--- config.mk ---
export PLATFORM = sky130hd
export DESIGN_NAME = mips_integer_execute_unit
export DESIGN_NICKNAME = d
export VERILOG_FILES = /design/src/rtl/mieu_pkg.sv /design/src/rtl/mips_integer_execute_unit.sv /design/src/rtl/mieu_decode.sv /design/src/rtl/mieu_muldiv.sv /design/src/rtl/mieu_execute.sv
export VERILOG_INCLUDE_DIRS = /design/src /design/src/rtl
export SDC_FILE = /design/constraint.sdc
export NUM_CORES = 2
export LEC_CHECK = 0
export BUFFER_PORTS_ARGS = -buffer_cell sky130_fd_sc_hd__buf_4
export CAP_MARGIN = 20
export CORE_MARGIN = 1.5
export CORE_UTILIZATION = 40
export CTS_BUF_LIST = sky130_fd_sc_hd__clkbuf_4 sky130_fd_sc_hd__clkbuf_8
export CTS_CLUSTER_SIZE = 14
export DETAILED_ROUTE_END_ITERATION = 7
export MAX_ROUTING_LAYER = met4
export SLEW_MARGIN = 25
export SYNTH_ARGS = -nofsm -noshare
export SYNTH_HDL_FRONTEND = slang
export SYNTH_SLANG_ARGS = --single-unit
--- constraint.sdc ---
create_clock -name clk -period 7.4 [get_ports clk]
set_clock_uncertainty 0.15 [all_clocks]
set_input_delay 0.37 -clock clk [delete_from_list [all_inputs] [get_ports clk]]
set_output_delay 0.37 -clock clk [all_outputs]
set_load 0.005 [all_outputs]
--- src/rtl/mips_integer_execute_unit_macros.svh ---
// Assertion macros for the MIPS integer execute unit
`ifndef MIPS_INTEGER_EXECUTE_UNIT_MACROS_SVH
`define MIPS_INTEGER_EXECUTE_UNIT_MACROS_SVH
`ifndef SYNTHESIS
`define MIEU_ASSERT_IMPL(label, clk, rst_n, prop) \
  label: assert property (@(posedge clk) disable iff (!rst_n) prop) else $error("check failed");
`define MIEU_ASSERT_NEXT(label, clk, rst_n, ante, cons) \
  label: assert property (@(posedge clk) disable iff (!rst_n) ante |=> cons) else $error("check failed");
`else
`define MIEU_ASSERT_IMPL(label, clk, rst_n, prop)
`define MIEU_ASSERT_NEXT(label, clk, rst_n, ante, cons)
`endif
`endif

--- src/rtl/mieu_pkg.sv ---
// Shared types, operation codes and helpers for the MIPS integer execute unit
package mieu_pkg;

  localparam int QueueDepth = 2;
  localparam int RegCount = 32;

  localparam logic [1:0] ST_OK       = 2'd0;
  localparam logic [1:0] ST_INVALID  = 2'd1;
  localparam logic [1:0] ST_OVERFLOW = 2'd2;

  localparam logic [31:0] TOP_NIBBLE = 32'hF000_0000;
  localparam logic [31:0] LOW_28     = 32'h0FFF_FFFF;
  localparam logic [31:0] UPPER_HALF = 32'hFFFF_0000;

  localparam logic [5:0] OP_BLTZ = 6'd0, OP_BGEZ = 6'd1, OP_BLTZAL = 6'd2, OP_BGEZAL = 6'd3;
  localparam logic [5:0] OP_BEQ = 6'd4, OP_BNE = 6'd5, OP_BLEZ = 6'd6, OP_BGTZ = 6'd7;
  localparam logic [5:0] OP_ADDI = 6'd8, OP_ADDIU = 6'd9, OP_SLTI = 6'd10, OP_SLTIU = 6'd11;
  localparam logic [5:0] OP_ANDI = 6'd12, OP_ORI = 6'd13, OP_XORI = 6'd14, OP_LUI = 6'd15;
  localparam logic [5:0] OP_J = 6'd16, OP_JAL = 6'd17, OP_SLL = 6'd18, OP_SRL = 6'd19;
  localparam logic [5:0] OP_SRA = 6'd20, OP_SLLV = 6'd21, OP_SRLV = 6'd22, OP_SRAV = 6'd23;
  localparam logic [5:0] OP_JR = 6'd24, OP_JALR = 6'd25, OP_MFHI = 6'd26, OP_MTHI = 6'd27;
  localparam logic [5:0] OP_MFLO = 6'd28, OP_MTLO = 6'd29, OP_MULT = 6'd30, OP_MULTU = 6'd31;
  localparam logic [5:0] OP_DIV = 6'd32, OP_DIVU = 6'd33, OP_ADD = 6'd34, OP_ADDU = 6'd35;
  localparam logic [5:0] OP_SUB = 6'd36, OP_SUBU = 6'd37, OP_AND = 6'd38, OP_OR = 6'd39;
  localparam logic [5:0] OP_XOR = 6'd40, OP_SLT = 6'd41, OP_SLTU = 6'd42;

  // Decoded instruction handed from front to back
  typedef struct packed {
    logic [5:0]  op;
    logic        invalid;
    logic [4:0]  rs;
    logic [4:0]  rt;
    logic [4:0]  rd;
    logic [4:0]  sa;
    logic [15:0] imm;
    logic [25:0] tgt;
  } instr_t;

  function automatic logic [31:0] sext16(input logic [15:0] v);
    return {{16{v[15]}}, v};
  endfunction

endpackage

--- src/rtl/mips_integer_execute_unit.sv ---
// Top level of the MIPS I integer execute unit
// Channel | Handshake          | Payload
// in      | in_push / in_full  | operation, src_reg, second_reg, dest_reg, shift_amount, ...
// out     | out_pop / out_empty| status, pc_now, pc_following
// Simple instructions pass through dispatch, operand read and execute in the back end.
// MULT/MULTU/DIV/DIVU go through the shared unit, which retires one bit per cycle.
// Reset is synchronous, active low; register file reads zero until written.
// A full result register stalls execution; the front queue keeps accepting meanwhile.
module mips_integer_execute_unit import mieu_pkg::*; #(
  parameter int QDepth = QueueDepth
) (
  input  logic        clk,
  input  logic        rst_n,
  input  logic        in_push,
  output logic        in_full,
  input  logic [5:0]  in_operation,
  input  logic [4:0]  in_src_reg,
  input  logic [4:0]  in_second_reg,
  input  logic [4:0]  in_dest_reg,
  input  logic [4:0]  in_shift_amount,
  input  logic [15:0] in_immediate,
  input  logic [25:0] in_jump_target,
  output logic        out_empty,
  input  logic        out_pop,
  output logic [1:0]  out_status,
  output logic [31:0] out_pc_now,
  output logic [31:0] out_pc_following
);
  logic   dq_valid, dq_take;
  instr_t dq_instr;

  mieu_decode #(.Depth(QDepth)) u_dec (
    .clk(clk), .rst_n(rst_n), .in_push(in_push), .in_full(in_full),
    .in_operation(in_operation), .in_src_reg(in_src_reg), .in_second_reg(in_second_reg),
    .in_dest_reg(in_dest_reg), .in_shift_amount(in_shift_amount),
    .in_immediate(in_immediate), .in_jump_target(in_jump_target),
    .dq_valid(dq_valid), .dq_instr(dq_instr), .dq_take(dq_take)
  );

  mieu_execute u_exe (
    .clk(clk), .rst_n(rst_n), .dq_valid(dq_valid), .dq_instr(dq_instr), .dq_take(dq_take),
    .out_empty(out_empty), .out_pop(out_pop), .out_status(out_status),
    .out_pc_now(out_pc_now), .out_pc_following(out_pc_following)
  );

endmodule

--- src/rtl/mieu_decode.sv ---
// Front end: accepts instructions, checks reserved fields, queues them
module mieu_decode import mieu_pkg::*; #(
  parameter int Depth = QueueDepth
) (
  input  logic        clk,
  input  logic        rst_n,
  input  logic        in_push,
  output logic        in_full,
  input  logic [5:0]  in_operation,
  input  logic [4:0]  in_src_reg,
  input  logic [4:0]  in_second_reg,
  input  logic [4:0]  in_dest_reg,
  input  logic [4:0]  in_shift_amount,
  input  logic [15:0] in_immediate,
  input  logic [25:0] in_jump_target,
  output logic        dq_valid,
  output instr_t      dq_instr,
  input  logic        dq_take
);
  `include "mips_integer_execute_unit_macros.svh"

  localparam int PtrW = (Depth > 1) ? $clog2(Depth) : 1;

  instr_t           mem_r [Depth];
  logic [PtrW-1:0]  wp_r, rp_r;
  logic [PtrW:0]    cnt_r;
  logic             inv;
  logic             push_ok, pop_ok;
  instr_t           dec;

  // Classify reserved fields
  always_comb begin
    inv = 1'b0;
    case (in_operation) inside
      OP_BLEZ, OP_BGTZ:         inv = in_second_reg != 5'd0;
      OP_LUI, OP_SLL, OP_SRL, OP_SRA: inv = in_src_reg != 5'd0;
      OP_JR:   inv = (in_second_reg | in_dest_reg | in_shift_amount) != 5'd0;
      OP_JALR: inv = (in_second_reg | in_shift_amount) != 5'd0;
      OP_MFHI, OP_MFLO: inv = (in_src_reg | in_second_reg | in_shift_amount) != 5'd0;
      OP_MTHI, OP_MTLO: inv = (in_dest_reg | in_second_reg | in_shift_amount) != 5'd0;
      OP_MULT, OP_MULTU, OP_DIV, OP_DIVU: inv = (in_dest_reg | in_shift_amount) != 5'd0;
      [OP_SLLV:OP_SRAV], [OP_ADD:OP_SLTU]: inv = in_shift_amount != 5'd0;
      [OP_BLTZ:OP_BGEZAL], OP_BEQ, OP_BNE, [OP_ADDI:OP_XORI], OP_J, OP_JAL: inv = 1'b0;
      default: inv = 1'b1;
    endcase
  end

  assign dec = '{op: in_operation, invalid: inv, rs: in_src_reg, rt: in_second_reg,
                 rd: in_dest_reg, sa: in_shift_amount, imm: in_immediate, tgt: in_jump_target};

  assign in_full  = cnt_r == (PtrW+1)'(Depth);
  assign dq_valid = cnt_r != '0;
  assign dq_instr = mem_r[rp_r];
  assign push_ok  = in_push && !in_full;
  assign pop_ok   = dq_take && dq_valid;

  // Store request
  always_ff @(posedge clk) begin
    if (push_ok) mem_r[wp_r] <= dec;
  end

  // Advance pointers
  always_ff @(posedge clk) begin
    if (!rst_n) begin
      wp_r <= '0; rp_r <= '0; cnt_r <= '0;
    end else begin
      if (push_ok) wp_r <= (wp_r == PtrW'(Depth-1)) ? '0 : wp_r + 1'b1;
      if (pop_ok)  rp_r <= (rp_r == PtrW'(Depth-1)) ? '0 : rp_r + 1'b1;
      cnt_r <= cnt_r + (PtrW+1)'(push_ok) - (PtrW+1)'(pop_ok);
    end
  end

  `MIEU_ASSERT_IMPL(a_cnt_bound, clk, rst_n, cnt_r <= (PtrW+1)'(Depth))
  `MIEU_ASSERT_NEXT(a_cnt_up, clk, rst_n, push_ok && !pop_ok, cnt_r == $past(cnt_r) + 1'b1)
  `MIEU_ASSERT_NEXT(a_cnt_dn, clk, rst_n, pop_ok && !push_ok, cnt_r == $past(cnt_r) - 1'b1)

endmodule

--- src/rtl/mieu_muldiv.sv ---
// Iterative multiply/divide unit, one bit per cycle, unsigned magnitudes
module mieu_muldiv (
  input  logic        clk,
  input  logic        rst_n,
  input  logic        start,
  input  logic        is_div,
  input  logic [31:0] opa,
  input  logic [31:0] opb,
  output logic        busy,
  output logic        done,
  output logic [31:0] res_hi,
  output logic [31:0] res_lo
);
  logic [5:0]  cnt_r;
  logic        busy_r, done_r, div_r;
  logic [31:0] b_r;
  logic [63:0] acc_r;
  logic [32:0] sum;
  logic [32:0] diff;

  assign busy   = busy_r;
  assign done   = done_r;
  assign res_hi = acc_r[63:32];
  assign res_lo = acc_r[31:0];

  assign sum  = {1'b0, acc_r[63:32]} + (acc_r[0] ? {1'b0, b_r} : 33'd0);
  assign diff = {acc_r[63:31]} - {1'b0, b_r};

  // Iterate shift-add or shift-subtract
  always_ff @(posedge clk) begin
    if (!rst_n) begin
      busy_r <= 1'b0; done_r <= 1'b0; cnt_r <= '0;
    end else begin
      done_r <= 1'b0;
      if (start && !busy_r) begin
        busy_r <= 1'b1; cnt_r <= 6'd0;
      end else if (busy_r) begin
        cnt_r <= cnt_r + 6'd1;
        if (cnt_r == 6'd31) begin
          busy_r <= 1'b0; done_r <= 1'b1;
        end
      end
    end
  end

  always_ff @(posedge clk) begin
    if (start && !busy_r) begin
      div_r <= is_div; b_r <= opb; acc_r <= {32'd0, opa};
    end else if (busy_r) begin
      if (div_r) begin
        if (!diff[32]) acc_r <= {diff[31:0], acc_r[30:0], 1'b1};
        else           acc_r <= {acc_r[62:0], 1'b0};
      end else begin
        acc_r <= {sum, acc_r[31:1]};
      end
    end
  end

endmodule

--- src/rtl/mieu_execute.sv ---
// Back end: register file, HI/LO, PC and result register
module mieu_execute import mieu_pkg::*; (
  input  logic        clk,
  input  logic        rst_n,
  input  logic        dq_valid,
  input  instr_t      dq_instr,
  output logic        dq_take,
  output logic        out_empty,
  input  logic        out_pop,
  output logic [1:0]  out_status,
  output logic [31:0] out_pc_now,
  output logic [31:0] out_pc_following
);
  `include "mips_integer_execute_unit_macros.svh"

  localparam logic [1:0] S_IDLE = 2'd0, S_READ = 2'd1, S_EXEC = 2'd2, S_MD = 2'd3;

  logic [1:0]  state_r;
  logic [31:0] regs_r [RegCount];
  logic [31:0] hi_r, lo_r, pc_r, npc_r;
  logic [RegCount-1:0] vld_r;
  instr_t      ins_r;
  logic [31:0] a_r, b_r;
  logic        out_full_r;
  logic        out_full_nxt, fin_exec;
  logic [1:0]  st_r;
  logic [31:0] opc_r, opn_r;
  logic        neg_q_r, neg_r_r;

  logic [31:0] imm_s, r, tgt_npc, br_npc, adv_npc, new_npc;
  logic        wr, taken, jmp, is_md, is_div, sgn;
  logic [4:0]  wa;
  logic [1:0]  st;
  logic [32:0] ltu;
  logic        md_busy, md_done, md_start;
  logic [31:0] md_hi, md_lo, ma, mb;

  assign imm_s   = sext16(ins_r.imm);
  assign adv_npc = npc_r + 32'd4;
  assign br_npc  = npc_r + {imm_s[29:0], 2'b00};
  assign tgt_npc = (npc_r & TOP_NIBBLE) | ({4'd0, ins_r.tgt, 2'b00} & LOW_28);
  assign is_md   = ins_r.op == OP_MULT || ins_r.op == OP_MULTU ||
                   ins_r.op == OP_DIV  || ins_r.op == OP_DIVU;
  assign is_div  = ins_r.op == OP_DIV || ins_r.op == OP_DIVU;
  assign sgn     = ins_r.op == OP_MULT || ins_r.op == OP_DIV;

  // Compute result, status and next PC combinationally
  always_comb begin
    wr = 1'b0; wa = ins_r.rd; r = '0; taken = 1'b0; jmp = 1'b0; new_npc = tgt_npc;
    st = ins_r.invalid ? ST_INVALID : ST_OK;
    ltu = '0;
    case (ins_r.op)
      OP_BLTZ:   taken = a_r[31];
      OP_BGEZ:   taken = !a_r[31];
      OP_BLTZAL: begin taken = a_r[31];  wr = 1'b1; wa = 5'd31; r = pc_r + 32'd8; end
      OP_BGEZAL: begin taken = !a_r[31]; wr = 1'b1; wa = 5'd31; r = pc_r + 32'd8; end
      OP_BEQ:    taken = a_r == b_r;
      OP_BNE:    taken = a_r != b_r;
      OP_BLEZ:   taken = a_r[31] || a_r == '0;
      OP_BGTZ:   taken = !a_r[31] && a_r != '0;
      OP_ADDI, OP_ADDIU: begin
        r = a_r + imm_s; wr = 1'b1; wa = ins_r.rt;
        if (ins_r.op == OP_ADDI && a_r[31] == imm_s[31] && r[31] != a_r[31]) st = ST_OVERFLOW;
      end
      OP_SLTI:  begin wr = 1'b1; wa = ins_r.rt; r = {31'd0, $signed(a_r) < $signed(imm_s)}; end
      OP_SLTIU: begin wr = 1'b1; wa = ins_r.rt; r = {31'd0, a_r < imm_s}; end
      OP_ANDI:  begin wr = 1'b1; wa = ins_r.rt; r = a_r & {16'd0, ins_r.imm}; end
      OP_ORI:   begin wr = 1'b1; wa = ins_r.rt; r = a_r | {16'd0, ins_r.imm}; end
      OP_XORI:  begin wr = 1'b1; wa = ins_r.rt; r = a_r ^ {16'd0, ins_r.imm}; end
      OP_LUI:   begin wr = 1'b1; wa = ins_r.rt; r = {ins_r.imm, 16'd0}; end
      OP_J:     jmp = 1'b1;
      OP_JAL:   begin jmp = 1'b1; wr = 1'b1; wa = 5'd31; r = pc_r + 32'd8; end
      OP_SLL:   begin wr = 1'b1; r = b_r << ins_r.sa; end
      OP_SRL:   begin wr = 1'b1; r = b_r >> ins_r.sa; end
      OP_SRA:   begin wr = 1'b1; r = 32'($signed(b_r) >>> ins_r.sa); end
      OP_SLLV:  begin wr = 1'b1; r = b_r << a_r[4:0]; end
      OP_SRLV:  begin wr = 1'b1; r = b_r >> a_r[4:0]; end
      OP_SRAV:  begin wr = 1'b1; r = 32'($signed(b_r) >>> a_r[4:0]); end
      OP_JR:    begin jmp = 1'b1; new_npc = a_r; end
      OP_JALR:  begin jmp = 1'b1; new_npc = a_r; wr = 1'b1; r = pc_r + 32'd8; end
      OP_MFHI:  begin wr = 1'b1; r = hi_r; end
      OP_MFLO:  begin wr = 1'b1; r = lo_r; end
      OP_ADD, OP_ADDU: begin
        wr = 1'b1; r = a_r + b_r;
        if (ins_r.op == OP_ADD && !ins_r.invalid && a_r[31] == b_r[31] && r[31] != a_r[31])
          st = ST_OVERFLOW;
      end
      OP_SUB, OP_SUBU: begin
        wr = 1'b1; r = a_r - b_r;
        if (ins_r.op == OP_SUB && !ins_r.invalid && a_r[31] != b_r[31] && r[31] != a_r[31])
          st = ST_OVERFLOW;
      end
      OP_AND:  begin wr = 1'b1; r = a_r & b_r; end
      OP_OR:   begin wr = 1'b1; r = a_r | b_r; end
      OP_XOR:  begin wr = 1'b1; r = a_r ^ b_r; end
      OP_SLT:  begin wr = 1'b1; r = {31'd0, $signed(a_r) < $signed(b_r)}; end
      OP_SLTU: begin ltu = {1'b0, a_r} - {1'b0, b_r}; wr = 1'b1; r = {31'd0, ltu[32]}; end
      default: ;
    endcase
    if (!jmp) new_npc = taken ? br_npc : adv_npc;
  end

  assign ma = (sgn && a_r[31]) ? 32'd0 - a_r : a_r;
  assign mb = (sgn && b_r[31]) ? 32'd0 - b_r : b_r;
  assign md_start = state_r == S_EXEC && (!out_full_r || out_pop) && is_md && st == ST_OK
                    && !md_busy && !(is_div && b_r == '0);

  mieu_muldiv u_md (
    .clk(clk), .rst_n(rst_n), .start(md_start), .is_div(is_div), .opa(ma), .opb(mb),
    .busy(md_busy), .done(md_done), .res_hi(md_hi), .res_lo(md_lo)
  );

  // Fill the result register on completion, drain it on pop
  assign fin_exec     = state_r == S_EXEC && (!out_full_r || out_pop) && !md_start;
  assign out_full_nxt = fin_exec || (state_r == S_MD && md_done) || (out_full_r && !out_pop);

  assign dq_take    = state_r == S_IDLE && dq_valid;
  assign out_empty  = !out_full_r;
  assign out_status = st_r;
  assign out_pc_now = opc_r;
  assign out_pc_following = opn_r;

  // Sequence one instruction at a time
  always_ff @(posedge clk) begin
    if (!rst_n) begin
      state_r <= S_IDLE; vld_r <= '0; out_full_r <= 1'b0;
      hi_r <= '0; lo_r <= '0; pc_r <= '0; npc_r <= 32'd4;
    end else begin
      out_full_r <= out_full_nxt;
      case (state_r)
        S_IDLE: if (dq_valid) state_r <= S_READ;
        S_READ: state_r <= S_EXEC;
        S_EXEC: begin
          if (!out_full_r || out_pop) begin
            if (st == ST_OK && md_start) begin
              state_r <= S_MD;
              neg_q_r <= sgn && (a_r[31] != b_r[31]);
              neg_r_r <= sgn && a_r[31];
            end else begin
              state_r <= S_IDLE;
              st_r <= st;
              if (st == ST_OK) begin
                opc_r <= npc_r; opn_r <= new_npc;
                pc_r <= npc_r; npc_r <= new_npc;
                if (wr && wa != 5'd0) vld_r[wa] <= 1'b1;
                if (ins_r.op == OP_MTHI) hi_r <= a_r;
                if (ins_r.op == OP_MTLO) lo_r <= a_r;
              end else begin
                opc_r <= pc_r; opn_r <= npc_r;
              end
            end
          end
        end
        S_MD: if (md_done) begin
          state_r <= S_IDLE;
          st_r <= ST_OK;
          opc_r <= npc_r; opn_r <= adv_npc; pc_r <= npc_r; npc_r <= adv_npc;
          if (is_div) begin
            lo_r <= neg_q_r ? 32'd0 - md_lo : md_lo;
            hi_r <= neg_r_r ? 32'd0 - md_hi : md_hi;
          end else begin
            {hi_r, lo_r} <= neg_q_r ? 64'd0 - {md_hi, md_lo} : {md_hi, md_lo};
          end
        end
        default: state_r <= S_IDLE;
      endcase
    end
  end

  // Latch instruction, read operands, write register file
  always_ff @(posedge clk) begin
    if (dq_take) ins_r <= dq_instr;
    if (state_r == S_READ) begin
      a_r <= vld_r[ins_r.rs] ? regs_r[ins_r.rs] : 32'd0;
      b_r <= vld_r[ins_r.rt] ? regs_r[ins_r.rt] : 32'd0;
    end
    if (state_r == S_EXEC && (!out_full_r || out_pop) && st == ST_OK && !md_start
        && wr && wa != 5'd0)
      regs_r[wa] <= r;
  end

  `MIEU_ASSERT_NEXT(a_take_read, clk, rst_n, dq_take, state_r == S_READ)
  `MIEU_ASSERT_IMPL(a_zero_invalid, clk, rst_n, !vld_r[0])
  `MIEU_ASSERT_NEXT(a_md_busy, clk, rst_n, md_start, state_r == S_MD && md_busy)

endmodule
# Word-level counts from Yosys, hierarchy flattened
# Memories as Yosys holds them, arrays and structs flattened. A register that Yosys moved wholly into a read port is not among the register bits.
# Index checks and enable logic that the tools add are counted.
# classes
add_sub_neg	19
shift	6
reduce_logical	99
n_lt_le_gt_ge	15
eq_ne	82
n_mux	80
n_bitwise	17
# op_table
cell	n
2-to-1 mux 32 bit	30
one-hot mux 32 bit (23 select lines)	1
one-hot mux 32 bit (2 select lines)	4
2-to-1 mux 64 bit	3
== test 6 x 5 -> 1 bit (second input constant)	30
subtractor 1 x 32 -> 32 bit (first input constant)	4
adder 32 bit	3
== test 6 bit (second input constant)	13
logical NOT 32 bit	2
less-than comparator 32 bit	2
bitwise OR 32 bit	2
left shift 32 x 5 -> 32 bit	2
>> shifter 32 x 5 -> 32 bit	2
>>> shifter 32 x 5 -> 32 bit	2
subtractor 1 x 64 -> 64 bit (first input constant)	1
== test 6 x 4 -> 1 bit (second input constant)	9
== test 6 x 3 -> 1 bit (second input constant)	8
nonzero test 5 bit	8
logical AND 1 bit	36
adder 32 x 32 -> 33 bit	1
subtractor 32 x 32 -> 33 bit	1
subtractor 33 x 32 -> 33 bit	1
adder 32 x 3 -> 32 bit (second input constant)	1
adder 32 x 4 -> 32 bit (second input constant)	1
other kinds (58)	151
# word_totals
wordCells	342
ramBits	1162
out_inout_bits	68
in_bits	72
register_bits	340
n_memories	2
# memory_table
name	words	word_bits	rd	rd_ports_with_merged_regs	wr	line	rtl
u_exe.regs_r	32	32	2	2	1	mieu_execute.sv:19	logic [31:0] regs_r [RegCount];
u_dec.mem_r	2	69	1	1	1	mieu_decode.sv:24	instr_t mem_r [Depth];

# Depth between registers and ports, before layout
# logic_depth
depth_word	16
depth_mapped	17
ltp_nobuf	15

# Cells and area by module
# A second synthesis with hierarchy kept.
# unflattened
cells_unflattened	7197
hier_area_um2	94674.6
# by_module_without_submodules
mod	n_inst	area_each_um2	seq_area_each_um2	cells_each
mieu_execute	1	81229.2	40048.4	6034
mieu_muldiv	1	7885.1	2752.6	872
mieu_decode	1	5560.3	4244.1	291

# Least setup slack after synthesis
# No wires, ideal clock.
# synth_timing
path_type	flip-flop to flip-flop
from	reg u_exe.state_r[0]
to	reg u_dec.cnt_r[1]
required_time_ps	7122
stages_incl_launch_ff	8
synth_period_minus_slack_ps	6907
setup_time_ps	128
path_buffers	0
arrival_ps	6630
setup_slack_ps	493
path_cell_list	dfxtp_1 > nor3_1 > ha_1 > inv_1 > ha_1 > xor2_1 > xnor2_1 > nor2_1
# synth_between
elab_chain_cells	4
# synth_lines
item	line	rtl
start, declared	mieu_execute.sv:18	logic [1:0] state_r;
start signal, assigned	mieu_execute.sv:126	state_r <= S_IDLE; vld_r <= '0; out_full_r <= 1'b0;
start signal, assigned	mieu_execute.sv:131	S_IDLE: if (dq_valid) state_r <= S_READ;
start signal, assigned	mieu_execute.sv:132	S_READ: state_r <= S_EXEC;
logical NOT 2 bit	mieu_execute.sv:117	assign dq_take = state_r == S_IDLE && dq_valid;
logical AND 1 bit	mieu_execute.sv:117	
net dq_take	mips_integer_execute_unit.sv:29	logic dq_valid, dq_take;
logical AND 1 bit	mieu_decode.sv:55	assign pop_ok = dq_take && dq_valid;
subtractor 2 x 1 -> 2 bit	mieu_decode.sv:69	cnt_r <= cnt_r + (PtrW+1)'(push_ok) - (PtrW+1)'(pop_ok);
end signal, assigned	mieu_decode.sv:69	
end, declared	mieu_decode.sv:26	logic [PtrW:0] cnt_r;
# The timed path passes the listed nets, and every way through them passes these cells.
# A chain may end at the register's enable or synchronous reset.

# Worst setup path in the final report
# layout_timing
from	reg u_exe.ins_r[63] (netlist name)
to	mem u_exe.regs_r[0][17], data pin
# layout_between
elab_chain_cells	3
word_cells_on_any_way	34
classes_between	29 x eq/ne; 1 x mux; 4 x reduce/logical
# layout_lines
item	line	rtl
== test 6 x 5 -> 1 bit (tied with other cells)	mieu_execute.sv:52	case (ins_r.op)
OR reduction 4 bit (no source line) / OR reduction 2 bit (equally long branches)	--	
one-hot mux 32 bit (23 select lines) *	mieu_execute.sv:52	
net u_exe.r[17]	mieu_execute.sv:30	logic [31:0] imm_s, r, tgt_npc, br_npc, adv_npc, new_npc;
end, declared	mieu_execute.sv:19	
# Mark *: on every way through the listed nets, which the timed path passes. The rest lies on a longest branch.

==> impl_metrics.csv <==
group,metric,value,unit
placement,dp_cells,10500,
worst_setup_path,cp.depth,13,
clock_network,root_buffer,"clkbuf_8",
hold_path,hold_path_depth,2,
sta,finalSetupTns,0,ns
synth,ys_types,94,
sta,timing.final.crit_share,92.5,%
routing,viasPerCell,6.36,
grt,grt_pass1_vias,69400,
synth,synth_xor_xnor_area_share,2.61,%
floorplan,die_h,489,um
cells_and_area,final_util,45.8,%
routing,vias,70700,
routing,drc,2,
outcome,violations,"DRC",
synth,synth_compound_area_share,10.7,%
worst_setup_path,critical_path_arrival,7.46,ns
synth,ys_warn_count,0,
synth,synth_mux_area_share,21.5,%
grt,grt_max_degree,117,
worst_setup_path,cp_cell_sequence,"buf_4 > nor2b_1 > nand2_1 > mux2i_4 > buf_4 > o21ai_0 > o21ai_0 > mux2i_1 > mux2i_1 > o21ai_0 > a21oi_1 > nand4_1 > buf_4",
floorplan,die-area,239000,um^2
worst_setup_path,crit_family,"simple AND/OR/NAND/NOR gates",
placement,dp_hpwl,253000,um
cells_and_area,finalNetCount,8108,
worst_setup_path,cp.required,8.01,ns
placement,gp_congestion,1.09,
synth,synth_top_family_by_area,"multiplexers",
clock_network,path_clk_slew,0.06,ns
worst_setup_path,cp_max_fo,32,
routing,wl_per_cell,33.0,um
worst_setup_path,worstSetupPathType,"reg2reg",
worst_setup_path,startpoint,"u_exe.ins_r[63]",
synth,yosys-top-cells-count,"edfxtp_1 (1428), mux4_2 (688), nor2_1 (625)",
synth,yosys.area_share.simple,8.44,%
routing,ant_nets,0,
synth,ys_ff_latch,1635,
grt,track_usage,31.2,%
placement,place_area,101000,um^2
clock_network,post-cts-setup-buffers,0,
pwr,combPwrFrac,47.5,%
floorplan,coreArea,235000,um^2
worst_setup_path,endpoint_kind,"flop",
worst_setup_path,r2r-end,"u_exe.regs_r[0][17]",
placement,io_buffers,139,
sta,fin_crit,6.85,ns
pwr,switchingPower,17400,uW
placement,pre_cts_ws,0.738,ns
synth,synthTopCellsByArea,"edfxtp_1 (45%), mux4_2 (16%), dfxtp_1 (4.4%)",
outcome,status,"finished with violations",
synth,synthArstFlopShare,0,%
pwr,seq_power_share,31.9,%
routing,finalWirelength,367000,um
worst_setup_path,crit_path_start_kind,"flop",
sta,setup_violations,0,
pwr,clkPwrFrac,20.7,%
grt,gr-total-overflow,0,
cells_and_area,final_cells,11100,
sta,slew_headroom,24.3,%
synth,synthCells,7411,
sta,hold_violations,0,
pwr,p_int,24000,uW
worst_setup_path,rrSetupSlack,0.55,ns
sta,rsz0062_at_grt,"no",
worst_setup_path,rr_worst_depth,13,
run,drv_cap,0,
clock_network,holdBufCountCts,138,
hold_path,hold_path_class,"in2reg",
synth,synthAdderAreaFrac,3.80,%
sta,worst_slack,0.554,ns
clock_network,post_cts_resize_count,0,
clock_network,clock-sinks,1635,
cells_and_area,syn_to_final_growth,14.1,%
synth,synth.most_common_cell,"edfxtp_1",
pwr,max-vdd-ir-drop,0.335,mV
clock_network,cts_tree,"done",
synth,synth-seq-area-share,49.8,%
grt,grt_first_pass_wirelength,517000,um
grt,antenna_found_initial,15,
floorplan,fp.dieW,489,um
worst_setup_path,cp-endpoint,"u_exe.regs_r[0][17]",
pwr,p_leak,0.0378,uW
worst_setup_path,reg2reg_from,"u_exe.ins_r[63]",
synth,syn-cell-area,94400,um^2
worst_setup_path,cpMaxStageDelayCell,"mux2i_4",
floorplan,num_rows,178,
sta,worst_pin_slew,1.14,ns
pwr,power.density,384,nW/um^2
sta,slew_violations,0,
worst_setup_path,crit_buf_inv,3,
synth,yosysTopAreaCellShare,45.4,%
routing,first_pass_iters,8,
routing,drt_iter0_markers,8448,
clock_network,htreeDepth,5,
clock_network,cts_buffers,301,
synth,synthFlopType,"edfxtp_1",
synth,syn_area_per_cell,12.7,um^2
floorplan,start_util,40.2,%
floorplan,ioPinCount,140,
pwr,netSwitchingFraction,42.1,%
synth,synth_edf_count,1428,
cells_and_area,drive_gt1_share,22.8,%
clock_network,clkLatencyLatePin,1.08,ns
cells_and_area,stdcell_area,108000,um^2
synth,yosysTopAreaCell,"edfxtp_1",
sta,max_freq,0.146,GHz
worst_setup_path,cpPeakStageDelay,0.90,ns
clock_network,clockBufferDepth,4,
-- layer usage --
layer  share of wire, %  wire [um]  GRT usage (%)  vias to the layer above
li1                   -          -              -                    29800
met1                 39     141000           39.1                    36000
met2                 46     169000           47.5                     3910
met3                8.5      31200           5.50                      900
met4                6.9      25400           18.3                        0
met5                  0          0              -                        -
-- logic make-up after synthesis --
logic type | count (synthesis)
buffers and inverters | 764
other | 1
AO/OA/AOI/OAI | 1564
multiplexers | 1154
XOR/XNOR | 281
flip-flops | 1635
AND/OR/NAND/NOR | 1729
adder cells (fa/ha/maj) | 283
-- through the flow --
stage / hold WS (ns) / total power [uW]
2_1_floorplan: 0.286 / 25000
3_3_place_gp: 0.298 / 32300
3_5_place_dp: 0.307 / 32500
4_1_cts: 0.00442 / 41100
5_1_grt: 0.0612 / 42800
6_report: 0.0843 / 41400
-- cell type report --
class	count	area (um^2)
Clock inverter	106	747
Tap cell	3150	3940
Sequential cell	1635	47000
Fill cell	21000	127000
Inverter	232	873
Multi-Input combinational cell	5043	45200
Timing Repair Buffer	540	4950
Antenna cell	11	27.5
Clock buffer	400	4950
-- sequential cells by signal (all words and copies together) (netlist names), 2 cells and up --
signal and count:
u_dec.cnt_r 2, u_dec.mem_r 138, u_exe.a_r 32, u_exe.b_r 32, u_exe.hi_r 32, u_exe.imm_s 16, u_exe.ins_r 53, u_exe.lo_r 32
u_exe.npc_r 32, u_exe.out_pc_following 32, u_exe.out_pc_now 32, u_exe.out_status 2, u_exe.pc_r 32, u_exe.regs_r 1024, u_exe.state_r 2, u_exe.u_md.acc_r 64
u_exe.u_md.b_r 32, u_exe.u_md.cnt_r 6, u_exe.vld_r 32
-- cell usage in the layout, fill, tap and decap left out, types with 32 or more instances in the layout --
cell	n
o221ai_1	41
edfxtp_1	1428
a21o_1	64
a31oi_1	58
and3_1	45
nor3_1	78
o21ai_0	355
buf_4	357
dfxtp_1	206
xor2_1	96
dlygate4sd3_1	138
o211ai_1	58
clkbuf_4	88
conb_1	32
clkbuf_8	312
o21bai_1	42
nor4_1	49
nand2b_1	44
mux4_2	688
buf_12	40
a21oi_1	426
mux2_2	115
nand3_1	134
ha_1	277
a221oi_1	59
clkinv_2	36
clkinv_1	58
nand4_1	59
nor2_1	599
inv_1	222
mux2i_1	339
xnor2_1	185
o22ai_1	35
nor2b_1	37
a211oi_1	102
or3_1	47
nand2_1	467
o31ai_1	40
-- how the worst min path moves through the flow --
stage,slack [ns],from,end
after floorplan,0.29,u_exe.vld_r[14],u_exe.vld_r[14]
after global placement,0.30,u_exe.vld_r[21],u_exe.vld_r[21]
after detailed placement,0.31,u_exe.hi_r[14],u_exe.hi_r[14]
after CTS,0.004,in_operation[3],u_dec.mem_r[1][66]
after global routing,0.06,in_operation[3],u_dec.mem_r[1][66]
final,0.08,in_operation[3],u_dec.mem_r[1][66]
-- power groups by stage --
stage	Clock, uW	Sequential (uW)	Combinational (uW)
finish	8560	13200	19600
global route	9060	13200	20500
CTS	8710	13200	19200
detailed placement	0	13300	19100
global placement	0	13300	19000
floorplan	0	12800	12200
No activity file was read; power rests on OpenSTA's default activity.
